**src/hw/rtl/lec_pkg.sv**
```systemverilog
// ----------------------------------------------------------------------------
// lec_pkg
// shared constants, key codes, sequencer states and the result record
// for the line editor
// ----------------------------------------------------------------------------
package lec_pkg;

  localparam int STORE_DEPTH_DEF = 256;
  localparam int ROW_WIDTH_DEF   = 64;
  localparam int WINDOW_ROWS_DEF = 2;

  localparam logic [7:0] KEY_ENTER  = 8'd10;
  localparam logic [7:0] KEY_BACK   = 8'd8;
  localparam logic [7:0] KEY_LEFT   = 8'd27;
  localparam logic [7:0] KEY_RIGHT  = 8'd91;
  localparam logic [7:0] SPACE_CHAR = 8'd32;

  typedef enum logic [3:0] {
    S_INIT,
    S_IDLE,
    S_CLEAR,
    S_WAIT,
    S_BACK,
    S_BZERO,
    S_INS,
    S_INSKEY,
    S_DONE
  } seq_state_t;

  typedef struct packed {
    logic [7:0] cursor_position;
    logic [7:0] window_start;
    logic       view_row;
    logic [5:0] cursor_column;
    logic [7:0] fetched_char;
    logic       key_applied;
  } result_t;

endpackage

```
**src/hw/rtl/lec_store.sv**
```systemverilog
// ----------------------------------------------------------------------------
// lec_store
// line store: one write port and one read port, registered read data
// ----------------------------------------------------------------------------
module lec_store #(
  parameter int DEPTH = 256,
  parameter int AW    = 8
) (
  input  logic          clk,
  input  logic          wr_en,
  input  logic [AW-1:0] wr_addr,
  input  logic [7:0]    wr_data,
  input  logic          rd_en,
  input  logic [AW-1:0] rd_addr,
  output logic [7:0]    rd_data
);

  logic [7:0] mem [DEPTH];
  logic [7:0] rd_data_r;

  always_ff @(posedge clk) begin
    if (wr_en) begin
      mem[wr_addr] <= wr_data;
    end
  end

  always_ff @(posedge clk) begin
    if (rd_en) begin
      rd_data_r <= mem[rd_addr];
    end
  end

  assign rd_data = rd_data_r;

endmodule

```
**src/hw/rtl/lec_seq.sv**
```systemverilog
// ----------------------------------------------------------------------------
// lec_seq
// edit sequencer: decodes an item, walks the line store for clears and
// shifts, keeps the cursor with its row and column, forms the result
// ----------------------------------------------------------------------------
module lec_seq #(
  parameter int STORE_DEPTH = 256,
  parameter int ROW_WIDTH   = 64,
  parameter int WINDOW_ROWS = 2,
  parameter int CW          = 8
) (
  input  logic              clk,
  input  logic              rst_n,
  input  logic              in_valid,
  output logic              in_ready,
  input  logic              in_command,
  input  logic [7:0]        in_key_code,
  input  logic [6:0]        in_window_offset,
  output logic              wr_en,
  output logic [CW-1:0]     wr_addr,
  output logic [7:0]        wr_data,
  output logic              rd_en,
  output logic [CW-1:0]     rd_addr,
  input  logic [7:0]        rd_data,
  input  logic              out_free,
  output logic              res_load,
  output lec_pkg::result_t  res
);

  import lec_pkg::*;

  localparam int ROWS_MAX     = (STORE_DEPTH - 1) / ROW_WIDTH + 1;
  localparam int RIW          = (ROWS_MAX > 1) ? $clog2(ROWS_MAX) : 1;
  localparam int COLW         = $clog2(ROW_WIDTH);
  localparam int SW_A         = RIW + $clog2(ROW_WIDTH + 1);
  localparam int SW           = (SW_A > CW) ? SW_A : CW;
  localparam int IW           = ((CW > 7) ? CW : 7) + 1;
  localparam int WINDOW_CHARS = ROW_WIDTH * WINDOW_ROWS;
  localparam logic [CW-1:0] LAST = CW'(STORE_DEPTH - 1);

  seq_state_t     state_r, state_nxt;
  logic [CW-1:0]  cursor_r, cursor_nxt;
  logic [RIW-1:0] row_r, row_nxt;
  logic [COLW-1:0] col_r, col_nxt;
  logic [CW-1:0]  addr_r, addr_nxt;
  logic [7:0]     key_r, key_nxt;
  logic           fetch_r, fetch_nxt;
  logic [7:0]     fetched_r, fetched_nxt;
  logic           applied_r, applied_nxt;

  logic           cur_zero, cur_last;
  logic [RIW-1:0] row_inc, row_dec;
  logic [COLW-1:0] col_inc, col_dec;
  logic           in_window;
  logic [RIW-1:0] win_row;
  logic [RIW-1:0] row_sub;
  logic [SW-1:0]  start_wide;
  logic [CW-1:0]  start;
  logic [IW-1:0]  fetch_idx;
  logic           fetch_oob;
  logic [CW+7:0]  cur_ext, start_ext;
  logic [COLW+5:0] col_ext;

  assign cur_zero = (cursor_r == '0);
  assign cur_last = (cursor_r == LAST);

  // cursor neighbours in row and column form
  always_comb begin
    if (col_r == COLW'(ROW_WIDTH - 1)) begin
      col_inc = '0;
      row_inc = row_r + 1'b1;
    end else begin
      col_inc = col_r + 1'b1;
      row_inc = row_r;
    end
    if (col_r == '0) begin
      col_dec = COLW'(ROW_WIDTH - 1);
      row_dec = row_r - 1'b1;
    end else begin
      col_dec = col_r - 1'b1;
      row_dec = row_r;
    end
  end

  // window scrolls by whole rows
  assign in_window  = (32'(row_r) < 32'(WINDOW_ROWS));
  assign row_sub    = row_r - RIW'(WINDOW_ROWS - 1);
  assign start_wide = in_window ? '0 : (SW'(row_sub) * SW'(ROW_WIDTH));
  assign start      = start_wide[CW-1:0];
  assign win_row    = in_window ? row_r : RIW'(WINDOW_ROWS - 1);

  assign fetch_idx = IW'(start) + IW'(in_window_offset);
  assign fetch_oob = (32'(in_window_offset) >= 32'(WINDOW_CHARS)) ||
                     (fetch_idx >= IW'(STORE_DEPTH));

  assign in_ready = (state_r == S_IDLE);

  always_comb begin
    state_nxt = state_r;
    case (state_r)
      S_INIT: begin
        if (addr_r == LAST) state_nxt = S_IDLE;
      end
      S_CLEAR: begin
        if (addr_r == LAST) state_nxt = S_DONE;
      end
      S_IDLE: begin
        if (in_valid) begin
          if (in_command) begin
            state_nxt = fetch_oob ? S_DONE : S_WAIT;
          end else begin
            case (in_key_code)
              KEY_ENTER: state_nxt = S_CLEAR;
              KEY_BACK:  state_nxt = cur_zero ? S_DONE : S_BACK;
              KEY_LEFT:  state_nxt = S_DONE;
              KEY_RIGHT: state_nxt = cur_last ? S_DONE : S_WAIT;
              default:   state_nxt = cur_last ? S_DONE : S_INS;
            endcase
          end
        end
      end
      S_WAIT:   state_nxt = S_DONE;
      S_BACK: begin
        if (addr_r == LAST) state_nxt = S_BZERO;
      end
      S_BZERO:  state_nxt = S_DONE;
      S_INS: begin
        if (addr_r == cursor_r) state_nxt = S_INSKEY;
      end
      S_INSKEY: state_nxt = S_DONE;
      S_DONE: begin
        if (out_free) state_nxt = S_IDLE;
      end
      default:  state_nxt = S_IDLE;
    endcase
  end

  always_comb begin
    cursor_nxt  = cursor_r;
    row_nxt     = row_r;
    col_nxt     = col_r;
    addr_nxt    = addr_r;
    key_nxt     = key_r;
    fetch_nxt   = fetch_r;
    fetched_nxt = fetched_r;
    applied_nxt = applied_r;
    wr_en       = 1'b0;
    wr_addr     = addr_r;
    wr_data     = '0;
    rd_en       = 1'b0;
    rd_addr     = cursor_r;
    res_load    = 1'b0;
    case (state_r)
      S_INIT, S_CLEAR: begin
        wr_en    = 1'b1;
        wr_addr  = addr_r;
        addr_nxt = addr_r + 1'b1;
      end
      S_IDLE: begin
        if (in_valid) begin
          key_nxt     = in_key_code;
          fetch_nxt   = in_command;
          fetched_nxt = '0;
          applied_nxt = 1'b0;
          if (in_command) begin
            if (fetch_oob) begin
              fetched_nxt = SPACE_CHAR;
            end else begin
              rd_en   = 1'b1;
              rd_addr = fetch_idx[CW-1:0];
            end
          end else begin
            case (in_key_code)
              KEY_ENTER: begin
                applied_nxt = 1'b1;
                cursor_nxt  = '0;
                row_nxt     = '0;
                col_nxt     = '0;
                addr_nxt    = '0;
              end
              KEY_BACK: begin
                if (!cur_zero) begin
                  applied_nxt = 1'b1;
                  cursor_nxt  = cursor_r - 1'b1;
                  row_nxt     = row_dec;
                  col_nxt     = col_dec;
                  rd_en       = 1'b1;
                  rd_addr     = cursor_r;
                  addr_nxt    = cursor_r;
                end
              end
              KEY_LEFT: begin
                if (!cur_zero) begin
                  applied_nxt = 1'b1;
                  cursor_nxt  = cursor_r - 1'b1;
                  row_nxt     = row_dec;
                  col_nxt     = col_dec;
                end
              end
              KEY_RIGHT: begin
                if (!cur_last) begin
                  rd_en   = 1'b1;
                  rd_addr = cursor_r;
                end
              end
              default: begin
                if (!cur_last) begin
                  rd_en    = 1'b1;
                  rd_addr  = LAST - 1'b1;
                  addr_nxt = LAST - 1'b1;
                end
              end
            endcase
          end
        end
      end
      S_WAIT: begin
        if (fetch_r) begin
          fetched_nxt = rd_data;
        end else if (rd_data != '0) begin
          applied_nxt = 1'b1;
          cursor_nxt  = cursor_r + 1'b1;
          row_nxt     = row_inc;
          col_nxt     = col_inc;
        end
      end
      S_BACK: begin
        // tail moves one place left
        wr_en   = 1'b1;
        wr_addr = addr_r - 1'b1;
        wr_data = rd_data;
        if (addr_r != LAST) begin
          rd_en    = 1'b1;
          rd_addr  = addr_r + 1'b1;
          addr_nxt = addr_r + 1'b1;
        end
      end
      S_BZERO: begin
        wr_en   = 1'b1;
        wr_addr = LAST;
      end
      S_INS: begin
        // tail moves one place right, last byte drops
        wr_en   = 1'b1;
        wr_addr = addr_r + 1'b1;
        wr_data = rd_data;
        if (addr_r != cursor_r) begin
          rd_en    = 1'b1;
          rd_addr  = addr_r - 1'b1;
          addr_nxt = addr_r - 1'b1;
        end
      end
      S_INSKEY: begin
        wr_en       = 1'b1;
        wr_addr     = cursor_r;
        wr_data     = key_r;
        applied_nxt = 1'b1;
        cursor_nxt  = cursor_r + 1'b1;
        row_nxt     = row_inc;
        col_nxt     = col_inc;
      end
      S_DONE: begin
        res_load = out_free;
      end
      default: begin
        res_load = 1'b0;
      end
    endcase
  end

  assign cur_ext   = {8'b0, cursor_r};
  assign start_ext = {8'b0, start};
  assign col_ext   = {6'b0, col_r};

  always_comb begin
    res.cursor_position = cur_ext[7:0];
    res.window_start    = start_ext[7:0];
    res.view_row        = win_row[0];
    res.cursor_column   = col_ext[5:0];
    res.fetched_char    = fetched_r;
    res.key_applied     = applied_r;
  end

  always_ff @(posedge clk) begin
    if (!rst_n) begin
      state_r  <= S_INIT;
      cursor_r <= '0;
      row_r    <= '0;
      col_r    <= '0;
      addr_r   <= '0;
    end else begin
      state_r  <= state_nxt;
      cursor_r <= cursor_nxt;
      row_r    <= row_nxt;
      col_r    <= col_nxt;
      addr_r   <= addr_nxt;
    end
  end

  always_ff @(posedge clk) begin
    key_r     <= key_nxt;
    fetch_r   <= fetch_nxt;
    fetched_r <= fetched_nxt;
    applied_r <= applied_nxt;
  end

endmodule

```
**src/hw/rtl/lec_out.sv**
```systemverilog
// ----------------------------------------------------------------------------
// lec_out
// result register: holds one finished result until the transfer
// ----------------------------------------------------------------------------
module lec_out (
  input  logic              clk,
  input  logic              rst_n,
  input  logic              load,
  input  lec_pkg::result_t  res,
  output logic              free,
  output logic              out_valid,
  input  logic              out_ready,
  output lec_pkg::result_t  out_res
);

  import lec_pkg::*;

  logic    valid_r, valid_nxt;
  result_t res_r, res_nxt;

  assign free = !valid_r || out_ready;

  always_comb begin
    valid_nxt = valid_r;
    res_nxt   = res_r;
    if (load) begin
      valid_nxt = 1'b1;
      res_nxt   = res;
    end else if (out_ready) begin
      valid_nxt = 1'b0;
    end
  end

  always_ff @(posedge clk) begin
    if (!rst_n) begin
      valid_r <= 1'b0;
    end else begin
      valid_r <= valid_nxt;
    end
  end

  always_ff @(posedge clk) begin
    res_r <= res_nxt;
  end

  assign out_valid = valid_r;
  assign out_res   = res_r;

endmodule

```
**src/hw/rtl/line_editor_with_cursor.sv**
```systemverilog
// ----------------------------------------------------------------------------
// line_editor_with_cursor
// line-edit buffer with a cursor and a two-row scrolling display window
// ----------------------------------------------------------------------------
// One item is taken at a time and gives one result. A fetch or a right key
// makes one store read; a left key, and a key or fetch settled without the
// store, needs none. Backspace walks the tail of the line store one entry a
// cycle; insert walks it the same way, from the end down to the cursor;
// enter clears the whole store. After reset the store is cleared by the same
// pass, with in_tready low. The store has a single read and a single write
// port. A finished result waits in its own register, so the next item is
// taken while it is still unread.
// ----------------------------------------------------------------------------
module line_editor_with_cursor #(
  parameter int STORE_DEPTH = lec_pkg::STORE_DEPTH_DEF,
  parameter int ROW_WIDTH   = lec_pkg::ROW_WIDTH_DEF,
  parameter int WINDOW_ROWS = lec_pkg::WINDOW_ROWS_DEF
) (
  input  logic        clk,
  input  logic        rst_n,
  input  logic        in_tvalid,
  output logic        in_tready,
  input  logic [15:0] in_tdata,   // key_code, window_offset
  input  logic        in_tuser,   // command
  output logic        out_tvalid,
  input  logic        out_tready,
  output logic [31:0] out_tdata   // cursor_position, window_start, view_row,
                                  // cursor_column, fetched_char, key_applied
);

  import lec_pkg::*;

  localparam int CW = $clog2(STORE_DEPTH);

  logic          wr_en;
  logic [CW-1:0] wr_addr;
  logic [7:0]    wr_data;
  logic          rd_en;
  logic [CW-1:0] rd_addr;
  logic [7:0]    rd_data;
  logic          out_free;
  logic          res_load;
  result_t       res;
  result_t       out_res;

  lec_store #(
    .DEPTH (STORE_DEPTH),
    .AW    (CW)
  ) u_store (
    .clk     (clk),
    .wr_en   (wr_en),
    .wr_addr (wr_addr),
    .wr_data (wr_data),
    .rd_en   (rd_en),
    .rd_addr (rd_addr),
    .rd_data (rd_data)
  );

  lec_seq #(
    .STORE_DEPTH (STORE_DEPTH),
    .ROW_WIDTH   (ROW_WIDTH),
    .WINDOW_ROWS (WINDOW_ROWS),
    .CW          (CW)
  ) u_seq (
    .clk              (clk),
    .rst_n            (rst_n),
    .in_valid         (in_tvalid),
    .in_ready         (in_tready),
    .in_command       (in_tuser),
    .in_key_code      (in_tdata[7:0]),
    .in_window_offset (in_tdata[14:8]),
    .wr_en            (wr_en),
    .wr_addr          (wr_addr),
    .wr_data          (wr_data),
    .rd_en            (rd_en),
    .rd_addr          (rd_addr),
    .rd_data          (rd_data),
    .out_free         (out_free),
    .res_load         (res_load),
    .res              (res)
  );

  lec_out u_out (
    .clk       (clk),
    .rst_n     (rst_n),
    .load      (res_load),
    .res       (res),
    .free      (out_free),
    .out_valid (out_tvalid),
    .out_ready (out_tready),
    .out_res   (out_res)
  );

  assign out_tdata = {out_res.key_applied, out_res.fetched_char, out_res.cursor_column,
                      out_res.view_row, out_res.window_start, out_res.cursor_position};

endmodule

```
**config.mk**
```make
export PLATFORM = sky130hd
export DESIGN_NAME = line_editor_with_cursor
export DESIGN_NICKNAME = d
export VERILOG_FILES = /design/src/hw/rtl/lec_pkg.sv /design/src/hw/rtl/lec_store.sv /design/src/hw/rtl/lec_seq.sv /design/src/hw/rtl/lec_out.sv /design/src/hw/rtl/line_editor_with_cursor.sv
export SDC_FILE = /design/constraint.sdc
export NUM_CORES = 2
export LEC_CHECK = 0
export CAP_MARGIN = 10
export CORE_ASPECT_RATIO = 1.1
export CORE_UTILIZATION = 40
export CTS_BUF_LIST = sky130_fd_sc_hd__clkbuf_8
export CTS_CLUSTER_DIAMETER = 120
export DETAILED_ROUTE_END_ITERATION = 10
export DONT_BUFFER_PORTS = 1
export GPL_TIMING_DRIVEN = 0
export HOLD_SLACK_MARGIN = 0.12
export PLACE_DENSITY_LB_ADDON = 0.05
export RECOVER_POWER = 50
export REMOVE_ABC_BUFFERS = 1
export SYNTH_ARGS = -nofsm -noshare
export SYNTH_HDL_FRONTEND = slang
export SYNTH_SLANG_ARGS = --single-unit
```
**constraint.sdc**
```tcl
create_clock -name clk -period 11.95 [get_ports clk]
set_clock_uncertainty 0.15 [all_clocks]
set_input_delay 1.195 -clock clk [delete_from_list [all_inputs] [get_ports clk]]
set_output_delay 1.195 -clock clk [all_outputs]
set_load 0.02 [all_outputs]
```
==> impl_metrics.yaml <==
worst_hold_path:
  worstHoldPathType: "in -> reg"
setup_path:
  crit_arrival_ps: 10450
  reg2regPathDepth: 18
  rr_endpoint: "u_store.rd_data[6]$_DFFE_PP_"
  cp-end-kind: "register"
  critPathLaunchType: "register"
  startpoint: "u_seq.state_r[0]$_SDFFE_PN0P_"
  crit_type: "reg -> reg"
  reg2reg_slack_ps: 2220
  cp-endpoint: "u_store.rd_data[6]$_DFFE_PP_"
  crit_required_ps: 12680
  worstPathMaxFanout: 77
  worstReg2RegStart: "u_seq.state_r[0]$_SDFFE_PN0P_"
placement:
  place_ws_ps: 3050
  port_buffers: 0
  dp_hpwl_mm: 186
  routabilityCongestion: 0.866
floorplanning:
  start_util_pct: 40.2
  die_height_um: 488
  coreArea_um2: 214000
  pin_count: 55
  die_area_um2: 217000
  rows: 178
  die_w_um: 444
cts:
  cts_root_buf: "clkbuf_8"
  cts_resized: 0
  worst_skew_pair.late_latency_ps: 1110
  path_clk_slew_ps: 60
  clock_path_buffers: 4
  cts_tree: "built"
  htreeDepth: 5
  cts_made_buffers: 375
  ctsHoldBuffers: 10
  post-cts-setup-buffers: 0
  cts.sinks: 2129
final_layout:
  final_nets: 5921
  areaGrowthSynthToFinish_pct: 13.3
  mostFrequentLayoutCells: "2,100 x edfxtp_1, 633 x nand2_1, 459 x mux2i_1"
  fill_cells: 18994
  drive_above_1_share_pct: 11.8
  layout_commonest_cell: "edfxtp_1"
outcome:
  status: "complete, but fails checks"
  violations: "capacitance limit, slew limit"
power:
  combPwrFrac_pct: 10.2
  seqPwrFrac_pct: 52.0
  vdd_drop_max_uv: 120
  p_int_uw: 11700
  p_sw_uw: 4140
  clockPowerShare_pct: 37.8
  p_leak_uw: 0.0309
  swShare_pct: 26.1
  power_density_nw_per_um2: 162
sta:
  postLayoutSetupSlackWorst_ps: 2220
  fin_crit_sh_pct: 81.4
  fmax_ghz: 0.103
  setup_viol: 0
  slew_violations: 1719
  period_minus_slack_ps: 9730
  fin_hold_ws_ps: 251
  hold_viol: 0
  slew_headroom_pct: -61.0
  worstMarginPinSlew_ps: 2410
  grt_setup_unrepaired: "false"
routing:
  dr.first_iter.drc_count: 5018
  wl_per_cell_um: 31.9
  drcViolationCount: 0
  wl_mm: 284
  num_vias: 52012
  antenna_left: 0
  drtPass1Iterations: 6
  avgViaCountPerCell: 5.83
synthesis:
  yosys_warnings: 0
  mappedNetlistArea_um2: 86000
  yosysSeqAreaShare_pct: 74.0
  synth_cells: 5677
  async_flop_share_pct: 0
  yosys.cell_types.count: 89
  synth-edff-count: 2100
  synth_area_leader_cell: "edfxtp_1"
  synth_area_leaders: "edfxtp_1 73%, mux2i_1 5.3%, nand2_1 2.9%, a21oi_1 1.7%, mux4_2 1.5%"
  synth_area_per_cell_um2: 15.2
  synth_ff_type: "edfxtp_1"
  synth_top_area_share_pct: 73.3
  synth-seq-cells: 2129
global_route:
  grt_pass1_vias: 51306
  grt_util_all_layers_pct: 25.9
  grt_start_max_net_pins: 108
  grt_overflow: 0
  antenna_found_initial: 11
  grt_pass1_wl_mm: 397
run:
  drv_cap: 51
[cells in the mapped netlist (all sizes together), types with 34 or more instances]
| cell | count |
|---|---|
| edfxtp | 2100 |
| mux2i | 459 |
| a211oi | 34 |
| a22oi | 62 |
| o22ai | 95 |
| a32oi | 39 |
| nand3 | 179 |
| nand4 | 48 |
| o21ai | 146 |
| buf | 174 |
| a221oi | 34 |
| or4 | 41 |
| nor2 | 343 |
| o221ai | 74 |
| nor3 | 53 |
| and3 | 44 |
| a21oi | 285 |
| nand2 | 658 |
| clkbuf | 214 |
| mux4 | 57 |
[how the worst min path moves through the flow]
stage / start / end / slack [ps] / cells past startpoint
after floorplan: u_seq.applied_r$_SDFFCE_PN1P_ / u_out.out_res[0]$_DFFE_PP_ / 250 / 0
after global placement: u_seq.fetched_r[3]$_SDFFCE_PN0P_ / u_out.out_res[4]$_DFFE_PP_ / 260 / 0
after detailed placement: u_seq.fetched_r[4]$_SDFFCE_PN0P_ / u_out.out_res[5]$_DFFE_PP_ / 260 / 0
after CTS: in_tuser / u_seq.state_r[0]$_SDFFE_PN0P_ / 160 / 3
after global routing: rst_n / u_seq.col_r[2]$_SDFFE_PN0P_ / 240 / 2
final: in_tuser / u_seq.state_r[0]$_SDFFE_PN0P_ / 250 / 3
[layer usage]
metal / part of all wire (%) / vias to the layer above / track usage, %
li1: - / 22699 / -
met1: 42 / 26924 / 34.7
met2: 47 / 1905 / 41.4
met3: 6.3 / 484 / 4.75
met4: 4.3 / 0 / 10.8
met5: 0 / - / 0
[logic make-up after synthesis]
kind of cell / synth area share (%)
flops: 74.0
simple gates: 7.78
compound gates: 8.51
mux: 7.25
buf+inv: 2.08
xor+xnor: 0.224
fa+ha+maj: 0.175
other cells: 0.00436
[state kept, by name, summed over array words and instances (netlist names)]
signal	cells
u_store.mem	2048
u_seq.fetched_r	8
u_store.rd_data	8
u_seq.state_r	4
u_seq.key_r	8
u_seq.applied_r	1
u_seq.row_r	2
u_seq.fetch_r	1
u_out.out_res	26
u_seq.cursor_r	8
u_seq.col_r	6
u_seq.addr_r	8
u_out.out_valid	1
[power by group through the flow]
| stage | clock, µW | combinational [µW] | sequential [µW] |
|---|---|---|---|
| 6_report | 5990 | 1610 | 8240 |
| 5_1_grt | 6440 | 1670 | 8240 |
| 4_1_cts | 6140 | 1600 | 8240 |
| 3_5_place_dp | 0 | 1590 | 8390 |
| 3_3_place_gp | 0 | 1940 | 8390 |
| 2_1_floorplan | 0 | 1010 | 8370 |
[metrics by stage]
stage	TNS [ps]	instance area, µm²	utilization [%]	std cells	total power (µW)
after detailed placement	0	92200	43.1	8290	9980
after floorplan	-85080	84300	-	5294	9380
after CTS	0	98700	46.1	8917	16000
after global placement	-	87800	41.1	8084	10300
final	0	97500	45.6	8922	15800
after global routing	0	97500	45.6	8921	16400
[layout make-up]
| cell class | count | area (µm²) | share of cell area, % |
|---|---|---|---|
| antenna | 4 | 10.0 | 0.0103 |
| clock inverter | 232 | 1060 | 1.09 |
| tap | 2790 | 3490 | 3.58 |
| timing repair buffer | 217 | 2920 | 3.00 |
| multi-input combinational | 3142 | 21000 | 21.5 |
| inverter | 23 | 87.6 | 0.0898 |
| clock buffer | 385 | 5300 | 5.44 |
| sequential | 2129 | 63600 | 65.3 |
[critical path, stage by stage, from the launching register on]
cell and delay (ps):
dfxtp_1 560, clkbuf_1 920, or4b_1 810, clkinvlp_2 690
nand2_1 480, nor2_1 370, o31ai_4 170, buf_8 250
nand2_8 590, buf_16 340, buf_16 330, nand2_4 410
buf_12 330, buf_16 210, o221a_2 360, a211oi_2 740
nand4_1 650, o311ai_0 540, or4_1 420
Note: power is estimated with default switching activity, not from simulation.
